File: src/rtl/core/sal_pkg.sv
`default_nettype none

package sal_pkg;

   // Page and address geometry of the layout.
   localparam int PAGE_BITS = 12;
   localparam int ADDR_BITS = 32;

   typedef logic [ADDR_BITS-1:0] addr_type;

   localparam addr_type PAGE_SIZE = addr_type'(1) << PAGE_BITS;
   // Mask that keeps the header size modulo the page size.
   localparam logic [11:0] HDR_MASK = 12'((64'd1 << PAGE_BITS) - 64'd1);

   // Bit positions inside the packed section flags.
   localparam int FL_LOAD  = 0;
   localparam int FL_NOTE  = 1;
   localparam int FL_BSS   = 2;
   localparam int FL_WRITE = 3;
   localparam int FL_READ  = 4;
   localparam int FL_EXEC  = 5;

   // Permission groups that trigger the data and bss origin jumps.
   localparam logic [5:0] GRP_DATA = 6'b011001;
   localparam logic [5:0] GRP_BSS  = 6'b011101;

   typedef enum logic [2:0] {
      CSR_TEXT_ORIGIN = 3'd0,
      CSR_DATA_ORIGIN = 3'd1,
      CSR_BSS_ORIGIN  = 3'd2,
      CSR_HEADER_SIZE = 3'd3,
      CSR_IMPURE_MODE = 3'd4,
      CSR_IGNORE_EXEC = 3'd5
   } csr_index_type;

   typedef struct packed {
      addr_type    text_origin;
      addr_type    data_origin;
      addr_type    bss_origin;
      logic [11:0] header_size;
      logic        impure_mode;
      logic        ignore_exec;
   } cfg_type;

   typedef struct packed {
      addr_type   next_address;
      logic [5:0] previous_flags;
      logic       pass_started;
      logic       first_group_pending;
      logic       data_jump_pending;
      logic       bss_jump_pending;
      addr_type   text_end_mark;
      addr_type   data_end_mark;
      addr_type   bss_start_mark;
   } pass_state_type;

   typedef struct packed {
      logic [5:0]  flags;
      logic [4:0]  align_log2;
      logic [31:0] section_size;
      logic        last_section;
   } section_type;

   typedef struct packed {
      addr_type section_address;
      logic     summary_valid;
      addr_type text_end;
      addr_type data_end;
      addr_type bss_begin;
      addr_type image_end;
   } result_type;

endpackage

`default_nettype wire

File: src/rtl/core/sal_step.sv
`default_nettype none

// Places one section: computes its address and the pass state that follows it.
module sal_step
   import sal_pkg::*;
(
   input  cfg_type        cfg,
   input  pass_state_type st,
   input  section_type    sec,
   output pass_state_type st_nxt,
   output result_type     res
);

   addr_type   pos_start;
   addr_type   pos_jump;
   addr_type   pos_round;
   addr_type   pos_page;
   addr_type   pos_end;
   addr_type   amask;
   logic [5:0] raw;
   logic [5:0] grp;
   logic [5:0] grp_nobss;
   logic       same_page;

   always_comb begin
      raw = sec.flags;
      pos_start = st.pass_started ? st.next_address
                                  : cfg.text_origin + addr_type'(cfg.header_size & HDR_MASK);
      st_nxt = st;
      st_nxt.pass_started = 1'b1;
      st_nxt.next_address = pos_start;

      grp = raw;
      if (cfg.ignore_exec) begin
         grp[FL_EXEC] = 1'b0;
      end
      if (cfg.impure_mode) begin
         grp[FL_WRITE] = 1'b1;
      end

      // Origin jumps at the first data or bss group.
      pos_jump = pos_start;
      if (grp != st.previous_flags) begin
         if (grp == GRP_DATA && st.data_jump_pending && cfg.data_origin != '0) begin
            pos_jump = cfg.data_origin;
         end
         if (grp == GRP_BSS && st.bss_jump_pending && cfg.bss_origin != '0) begin
            pos_jump = cfg.bss_origin;
         end
      end

      amask = ~({ADDR_BITS{1'b1}} << sec.align_log2);
      pos_round = (pos_jump + amask) & ~amask;

      grp_nobss = grp;
      grp_nobss[FL_BSS] = 1'b0;
      same_page = (pos_round[ADDR_BITS-1:PAGE_BITS] == pos_start[ADDR_BITS-1:PAGE_BITS]) &&
                  (pos_round[PAGE_BITS-1:0] != '0);
      pos_page = pos_round;
      if (grp_nobss != st.previous_flags && same_page && !st.first_group_pending) begin
         pos_page = pos_round + PAGE_SIZE;
      end
      pos_end = pos_page + addr_type'(sec.section_size);

      res.section_address = '0;
      if (!raw[FL_LOAD]) begin
         st_nxt.previous_flags = raw;
      end else begin
         if ((raw[FL_EXEC] != st.previous_flags[FL_EXEC]) && st.text_end_mark == '0) begin
            st_nxt.text_end_mark = pos_start;
         end
         if ((raw[FL_BSS] != st.previous_flags[FL_BSS]) && st.data_end_mark == '0) begin
            st_nxt.data_end_mark = pos_start;
         end
         if (grp != st.previous_flags) begin
            if (grp == GRP_DATA && st.data_jump_pending && cfg.data_origin != '0) begin
               st_nxt.data_jump_pending = 1'b0;
            end
            if (grp == GRP_BSS && st.bss_jump_pending) begin
               st_nxt.bss_jump_pending = 1'b0;
               if (cfg.bss_origin == '0) begin
                  st_nxt.bss_start_mark = pos_start;
               end
            end
         end
         if (grp_nobss != st.previous_flags && same_page) begin
            st_nxt.first_group_pending = 1'b0;
         end
         res.section_address = pos_page;
         st_nxt.previous_flags = grp_nobss;
         st_nxt.next_address = pos_end;
      end

      res.summary_valid = 1'b0;
      res.text_end = '0;
      res.data_end = '0;
      res.bss_begin = '0;
      res.image_end = '0;
      if (sec.last_section) begin
         res.summary_valid = 1'b1;
         res.text_end = (st_nxt.text_end_mark != '0) ? st_nxt.text_end_mark
                                                     : st_nxt.next_address;
         res.data_end = (st_nxt.data_end_mark != '0) ? st_nxt.data_end_mark
                                                     : st_nxt.next_address;
         res.bss_begin = (cfg.bss_origin != '0) ? cfg.bss_origin : st_nxt.bss_start_mark;
         res.image_end = st_nxt.next_address;
         // The pass ends here; the next beat starts a fresh one.
         st_nxt.pass_started = 1'b0;
         st_nxt.previous_flags = '0;
         st_nxt.first_group_pending = 1'b1;
         st_nxt.data_jump_pending = 1'b1;
         st_nxt.bss_jump_pending = 1'b1;
         st_nxt.text_end_mark = '0;
         st_nxt.data_end_mark = '0;
         st_nxt.bss_start_mark = '0;
         st_nxt.next_address = '0;
      end
   end

endmodule

`default_nettype wire

File: src/rtl/core/section_address_layout.sv
`default_nettype none

// Channel   Direction  Beat contents
// req_      in         tdata: section flags, alignment, size; tlast: last section of a pass
// rsp_      out        tdata: address and end values; tuser: end values valid
// csr_      in         write enable, register index, 32-bit write data
//
// Each section is placed by a single step of combinational logic from the
// request handshake into the response register, and the running pass state
// updates on the same edge. A new beat is accepted every cycle as long as
// the response register is empty or being drained, so throughput is one
// section per clock; the response is registered.
// Reset is synchronous and clears the configuration and the pass state.
// A stalled response holds its beat and stalls the request side with it.
module section_address_layout
   import sal_pkg::*;
(
   input  wire logic          clock,
   input  wire logic          reset,

   input  wire logic          req_tvalid,
   output      logic          req_tready,
   // [0] loadable, [1] is_note, [2] is_bss, [3] can_write, [4] can_read,
   // [5] can_exec, [10:6] align_log2, [42:11] section_size, [47:43] zero
   input  wire logic [47:0]   req_tdata,
   input  wire logic          req_tlast,    // last_section

   output      logic          rsp_tvalid,
   input  wire logic          rsp_tready,
   // [31:0] section_address, [63:32] text_end, [95:64] data_end,
   // [127:96] bss_begin, [159:128] image_end
   output      logic [159:0]  rsp_tdata,
   output      logic          rsp_tuser,    // summary_valid

   input  wire logic          csr_we,
   input  wire logic [2:0]    csr_index,
   input  wire logic [31:0]   csr_wdata
);

   cfg_type        cfg_ff, cfg_in;
   pass_state_type state_ff, state_in;
   pass_state_type state_step;
   section_type    sec;
   result_type     res;
   result_type     rsp_ff, rsp_in;
   logic           rsp_valid_ff, rsp_valid_in;
   logic           req_accept;

   // The response register is the only buffer; it frees up as it drains.
   assign req_tready = !rsp_valid_ff || rsp_tready;
   assign req_accept = req_tvalid && req_tready;

   assign sec.flags        = req_tdata[5:0];
   assign sec.align_log2   = req_tdata[10:6];
   assign sec.section_size = req_tdata[42:11];
   assign sec.last_section = req_tlast;

   sal_step u_step (
      .cfg    (cfg_ff),
      .st     (state_ff),
      .sec    (sec),
      .st_nxt (state_step),
      .res    (res)
   );

   // Configuration writes; an index outside the register list is dropped.
   always_comb begin
      cfg_in = cfg_ff;
      if (csr_we) begin
         case (csr_index_type'(csr_index))
            CSR_TEXT_ORIGIN: cfg_in.text_origin = addr_type'(csr_wdata);
            CSR_DATA_ORIGIN: cfg_in.data_origin = addr_type'(csr_wdata);
            CSR_BSS_ORIGIN:  cfg_in.bss_origin  = addr_type'(csr_wdata);
            CSR_HEADER_SIZE: cfg_in.header_size = csr_wdata[11:0];
            CSR_IMPURE_MODE: cfg_in.impure_mode = csr_wdata[0];
            CSR_IGNORE_EXEC: cfg_in.ignore_exec = csr_wdata[0];
            default: cfg_in = cfg_ff;
         endcase
      end
   end

   always_comb begin
      state_in     = req_accept ? state_step : state_ff;
      rsp_in       = req_accept ? res : rsp_ff;
      rsp_valid_in = req_accept || (rsp_valid_ff && !rsp_tready);
   end

   always_ff @(posedge clock) begin
      if (reset) begin
         cfg_ff                       <= '0;
         rsp_valid_ff                 <= 1'b0;
         state_ff.pass_started        <= 1'b0;
         state_ff.previous_flags      <= '0;
         state_ff.first_group_pending <= 1'b1;
         state_ff.data_jump_pending   <= 1'b1;
         state_ff.bss_jump_pending    <= 1'b1;
         state_ff.text_end_mark       <= '0;
         state_ff.data_end_mark       <= '0;
         state_ff.bss_start_mark      <= '0;
         state_ff.next_address        <= '0;
      end else begin
         cfg_ff       <= cfg_in;
         rsp_valid_ff <= rsp_valid_in;
         state_ff     <= state_in;
      end
      rsp_ff <= rsp_in;
   end

   assign rsp_tvalid = rsp_valid_ff;
   assign rsp_tuser  = rsp_ff.summary_valid;
   assign rsp_tdata  = {rsp_ff.image_end, rsp_ff.bss_begin, rsp_ff.data_end,
                        rsp_ff.text_end, rsp_ff.section_address};

   // An accepted section always yields a response beat on the next cycle.
   assert property (@(posedge clock) disable iff (reset) req_accept |=> rsp_tvalid)
      else $error("accepted section produced no response");

   // The last section of a pass closes it.
   assert property (@(posedge clock) disable iff (reset)
      (req_accept && req_tlast) |=> !state_ff.pass_started && state_ff.first_group_pending)
      else $error("pass state not cleared after last section");

   // A non-loadable section gets address zero.
   assert property (@(posedge clock) disable iff (reset)
      (req_accept && !req_tdata[FL_LOAD]) |=> rsp_tdata[31:0] == '0)
      else $error("non-loadable section got an address");

   // End values are zero unless the summary flag is set.
   assert property (@(posedge clock) disable iff (reset)
      (rsp_tvalid && !rsp_tuser) |-> rsp_tdata[159:32] == '0)
      else $error("end values present without summary");

endmodule

`default_nettype wire
File: config.mk
export PLATFORM = sky130hd
export DESIGN_NAME = section_address_layout
export DESIGN_NICKNAME = d
export VERILOG_FILES = /design/src/rtl/core/sal_pkg.sv /design/src/rtl/core/sal_step.sv /design/src/rtl/core/section_address_layout.sv
export SDC_FILE = /design/constraint.sdc
export NUM_CORES = 1
export LEC_CHECK = 0
export ABC_AREA = 0
export BUFFER_PORTS_ARGS = -buffer_cell sky130_fd_sc_hd__buf_2
export CORE_ASPECT_RATIO = 0.8
export CORE_MARGIN = 2
export CORE_UTILIZATION = 35
export CTS_BUF_LIST = sky130_fd_sc_hd__clkbuf_16
export DETAILED_ROUTE_END_ITERATION = 8
export SLEW_MARGIN = 20
export SYNTH_ARGS = -nofsm -noshare
export SYNTH_HDL_FRONTEND = slang
export SYNTH_SLANG_ARGS = --single-unit
File: constraint.sdc
create_clock -name clock -period 9.9 [get_ports clock]
set_input_delay 0 -clock clock [delete_from_list [all_inputs] [get_ports clock]]
set_output_delay 0 -clock clock [all_outputs]
set_load 0.02 [all_outputs]
==> results.toml, run 1 <==
[timing]
setup_viol = 0
fin_crit_ps = 9390
rsz0062_at_grt = "false"
worst_pin_slew_ps = 1170
hold_viol = 0
max_slew_margin_pct = 21.0
setup_tns_ps = 0
whs_ps = 59.3
slew_violations = 0
timing.final.crit_share_pct = 94.9
fin_skew_ps = 28.3
max_freq_ghz = 0.106

[critical_path]
crit_slowest_cell = "a31oi_1"
cpPeakStageDelay_ps = 650
criticalPathCategory = "flop to flop"
critical_path_required_ps = 10250
crit_fanout = 22
r2r_start = "cfg_ff[43]"
start_kind = "flop"
r2r_setup_slack_ps = 510
critPathCaptureType = "flop"
cpMostUsedCell = "nor2_1"
cp-startpoint = "cfg_ff[43]"
arrival_ps = 9740
rr_worst_depth = 33

[die]
rows = 84
dieArea_mm2 = 0.0687
coreArea_mm2 = 0.0658
chipHeight_um = 235
ios = 252
fp.dieW_um = 293
start_util_pct = 35.4

[route]
drt-total-wl_mm = 93.7
ant_nets = 0
drc = 0
vias = 23273
detail_route.first_pass.iterations = 6
wire_per_inst_um = 23.3
viasPerCell = 5.79
drt_iter0_markers = 2562

[clocking]
htreeDepth = 2
clk_root_buffer_cell = "clkbuf_16"
cts_buffers = 44
clk-insertion-delay-late_ps = 610
postCtsSetupRepairBufs = 0
numClockSinks = 410
clockBufferDepth = 3
cts_tree = "yes"
clk_pin_slew_ps = 60

[synth]
synth_top_area_share_pct = 21.4
syn_avg_cell_area_um2 = 8.16
ys_top_cells_by_count = "nor2_1 (428), nand2_1 (404), a21oi_1 (402)"
synth_area_mm2 = 0.0233
synthCells = 2858
synth_nets = 3024
async_flop_share_pct = 0
synth-seq-area-share_pct = 42.1
synth_flop_cell = "dfxtp_1"
yosysUniqueCellTypes = 88
ys_warn_count = 0
yosys-top-cells-area = "dfxtp_1 (21%), edfxtp_1 (21%), a21oi_1 (8.6%), nor2_1 (6.9%), nand2_1 (6.5%)"
yosys.area.top_type = "dfxtp_1"
synth_edf_count = 161
ys_seq_elements = 410
yosysMostFrequentCell = "nor2_1"

[layout]
instances_no_fill = 4017
drive_above_1_share_pct = 15.4
area_growth_pct = 18.8
nNetsFinal = 3285
final_area_mm2 = 0.0277

[placement]
dp_cells = 3884
gp_congestion = 0.997
hpwl_mm = 69.4
postPlaceCellArea_mm2 = 0.0257
numPortBuffers = 246

[global_routing]
grt-ovfl-total = 0
antenna_found_initial = 8
grt_start_max_net_pins = 98
grt_util_all_layers_pct = 26.3
grt_pass1_vias = 21364
grt_first_pass_wirelength_mm = 138

[power]
finalPower_mw = 4.66
powerDensity_mw_per_mm2 = 168
pwr-share-seq_pct = 40.3
power.share.switching_pct = 33.1
intPower_mw = 3.11
power_leakage_nw = 10.9
p_switching_mw = 1.54
ir_drop_v = 0.000110
combPwrFrac_pct = 23.4
clock_power_share_pct = 36.3

[min_path]
holdPathStages = 5
hp-class = "primary input to flop"
worstHoldStart = "req_tdata[0]"

[run]
max_cap_viol_count = 0

[outcome]
status = "complete, no violations"
[cell usage in the layout, fill, tap and decap left out, types with 19 or more instances in the layout]
cell type	count
a21o_1	45
a21oi_1	400
a221oi_1	27
a22oi_1	60
and2_1	67
and3_1	19
buf_2	245
buf_4	98
clkbuf_16	47
dfxtp_1	248
dlygate4sd3_1	49
edfxtp_1	161
ha_1	74
inv_1	47
nand2_1	402
nand2b_1	30
nand3_1	43
nand4_1	30
nor2_1	427
nor3_1	43
nor4_1	56
o211ai_1	29
o21a_1	30
o21ai_0	77
o21ai_1	19
o22ai_1	22
xnor2_1	45
xor2_1	39
[cells by family after synthesis]
kind of cell | after synthesis | share of synthesized area [%]
AOI/OAI and AO/OA | 841 | 22.3
xor gates and xnor gates | 85 | 3.23
buffers and inverters | 223 | 3.68
and+or+nand+nor | 1195 | 23.2
DFF | 410 | 42.1
adders and majority gates | 77 | 4.23
muxes | 27 | 1.23
[final timing paths]
path / endpoint
worst max-delay path: rsp_tdata[85]
worst min-delay path: state_ff[103]
worst max register to register: rsp_tdata[85]
worst min register to register: cfg_ff[80]
[power groups by stage]
stage	registers [mW]	clock network (mW)	logic, mW
finish	1.88	1.69	1.09
global route	1.88	1.77	1.16
CTS	1.88	1.72	1.06
detailed placement	1.91	0	1.04
global placement	1.91	0	1.04
floorplan	1.98	0	0.570
[what timing repair did]
| action | 4_1_cts | 5_1_grt |
|---|---|---|
| hold buffers | 49 | 0 |
| gates resized for setup | 0 | 8 |
| setup endpoints to repair | 0 | 23 |
| hold endpoints to repair | 167 | 0 |
[layout make-up]
type	count	area [um^2]
inverters	45	174
fillers	6791	38100
clock inverters	34	284
well taps	860	1080
multi-input cells	2225	12700
repair buffers	393	2460
flip-flops and latches	410	9820
clock buffers	47	1180
diodes	3	7.51
[critical path, delay by kind of cell, from the launching register on]
kind	cells	cell delay, ps
DFF	1	370
adders and majority gates	2	810
buffers and inverters	2	440
and+or+nand+nor	11	2160
xor gates and xnor gates	2	450
AOI/OAI and AO/OA	16	4880
[registers in the layout, indices dropped and copies added (netlist names)]
signal,cells
state_ff,138
rsp_tuser,1
rsp_tvalid,1
rsp_tdata,160
cfg_ff,110
[metal layers]
metal  GRT usage, %  part of all wire [%]  up-vias
li1               -                     -    10807
met1           36.9                    43    11160
met2           39.1                    43     1114
met3           6.86                    10      182
met4           8.83                   3.3       10
met5              0                 0.062        -
[stage by stage]
stage               worst slack, ps  utilization (%)
floorplan                      1040                -
global placement                547             39.1
detailed placement              384             39.1
CTS                             350             42.0
global route                   2.88             42.1
finish                          506             42.1
Power figures use the tool's default switching activity.
==> run 2: changes to the inputs <==
--- a/config.mk
+++ b/config.mk
@@ -8,7 +8,7 @@
 export ABC_AREA = 0
 export BUFFER_PORTS_ARGS = -buffer_cell sky130_fd_sc_hd__buf_2
 export CORE_ASPECT_RATIO = 0.8
-export CORE_MARGIN = 2
+export CORE_MARGIN = 1
 export CORE_UTILIZATION = 35
 export CTS_BUF_LIST = sky130_fd_sc_hd__clkbuf_16
 export DETAILED_ROUTE_END_ITERATION = 8
==> results.toml, run 2 (synthesized netlist as in run 1, its figures left out) <==
[die]
chipHeight_um = 233
rows = 84
fp.dieW_um = 291
start_util_pct = 35.4
coreArea_mm2 = 0.0658
ios = 252
dieArea_mm2 = 0.0677

[critical_path]
cp_top_family = "compound AO/OA/AOI/OAI gates"
rr_worst_depth = 34
crit_fanout = 22
cpPeakStageDelay_ps = 620
crit_slowest_cell = "o311ai_0"
start_kind = "flop"
cp-startpoint = "cfg_ff[2]"
crit_buf_inv = 3
critical_path_required_ps = 10210
arrival_ps = 9750
r2r_start = "cfg_ff[2]"
cp_num_cells = 34
critPathCaptureType = "flop"
criticalPathCategory = "flop to flop"

[clocking]
clk-insertion-delay-late_ps = 610
clk_pin_slew_ps = 60
htreeDepth = 2
numClockSinks = 410
clk_root_buffer_cell = "clkbuf_16"
cts_tree = "yes"
clockBufferDepth = 3
cts_buffers = 45

[run]
max_cap_viol_count = 0

[route]
drt-total-wl_mm = 93.9
drt_iter0_markers = 2965
ant_nets = 0
detail_route.first_pass.iterations = 6
viasPerCell = 5.77
drc = 0
vias = 23272
wire_per_inst_um = 23.3

[timing]
rsz0062_at_grt = "false"
whs_ps = 101
setup_tns_ps = 0
fin_ws_ps = 465
setup_viol = 0
slew_violations = 0
fin_skew_ps = 27.2
hold_viol = 0
worst_pin_slew_ps = 1310
max_freq_ghz = 0.106
max_slew_margin_pct = 12.1
timing.final.crit_share_pct = 95.3
fin_crit_ps = 9440

[power]
power.share.switching_pct = 32.8
power_leakage_nw = 11.0
intPower_mw = 3.12
ir_drop_v = 0.000103
combPwrFrac_pct = 23.6
p_switching_mw = 1.52
clock_power_share_pct = 36.0
powerDensity_mw_per_mm2 = 167
pwr-share-seq_pct = 40.4

[min_path]
hp-class = "primary input to flop"
holdPathStages = 3
worstHoldStart = "req_tdata[9]"

[global_routing]
grt_start_max_net_pins = 96
grt_pass1_vias = 20980
grt_util_all_layers_pct = 26.7
antenna_found_initial = 2
grt_first_pass_wirelength_mm = 136
grt-ovfl-total = 0

[layout]
final_common_cell = "nor2_1"
drive_above_1_share_pct = 15.4
instances_no_fill = 4031
nNetsFinal = 3299
nFillCells = 6732
largest_reg_flops = 160
area_growth_pct = 19.2
final_cell_mix = "nor2_1 (427), nand2_1 (402), a21oi_1 (401)"

[outcome]
status = "complete, no violations"

[placement]
dp_slack_ps = 349
hpwl_mm = 69.6
dp_cells = 3896
numPortBuffers = 246
gp_congestion = 1.01
[run 2: what timing repair did]
action | CTS | global route
buffers inserted | 0 | 1
gates resized for setup | 0 | 7
hold endpoints to repair | 134 | 0
endpoints found under the setup margin | 0 | 10
hold buffers | 49 | 0
[run 2: metrics by stage]
stage / total power [mW] / utilization (%) / cell area [um^2]
floorplan: 2.55 / - / 23300
global placement: 2.96 / 39.2 / 25800
detailed placement: 2.96 / 39.2 / 25800
CTS: 4.64 / 42.2 / 27700
global route: 4.82 / 42.2 / 27800
finish: 4.64 / 42.3 / 27800
[run 2: final cells by class]
cell class	instances	area, um^2	share of cell area (%)
multi-input combinational	2225	12700	45.7
sequential	410	9820	35.3
timing repair buffer	406	2580	9.27
clock buffer	46	1150	4.14
tap	860	1080	3.87
clock inverter	37	292	1.05
inverter	45	174	0.626
antenna	2	5.00	0.0180
[run 2: tightest hold or removal path, cell delays in order]
cell    delay, ps
buf_2         230
a21o_1        210
nor3_1         80
[run 2: layer usage]
layer | vias up | global-route usage, % | part of all wire (%)
met2 | 1153 | 40.5 | 43
met1 | 11139 | 38.2 | 44
met3 | 151 | 5.00 | 9.6
met4 | 0 | 8.05 | 2.7
met5 | - | 0 | 0
li1 | 10829 | - | -
[run 2: power by group through the flow]
stage          Clock (mW)  Sequential (mW)  Combinational, mW
6_report             1.67             1.88               1.10
3_5_place_dp            0             1.91               1.04
3_3_place_gp            0             1.92               1.05
2_1_floorplan           0             1.98              0.570
5_1_grt              1.77             1.88               1.16
4_1_cts              1.70             1.88               1.06
[run 2: path summary, 6_finish.rpt]
kind | endpoint | slack (ps)
setup / recovery | rsp_tdata[88] | 460
hold / removal | rsp_tdata[10] | 100
setup reg to reg | rsp_tdata[88] | 460
hold reg to reg | state_ff[135] | 460
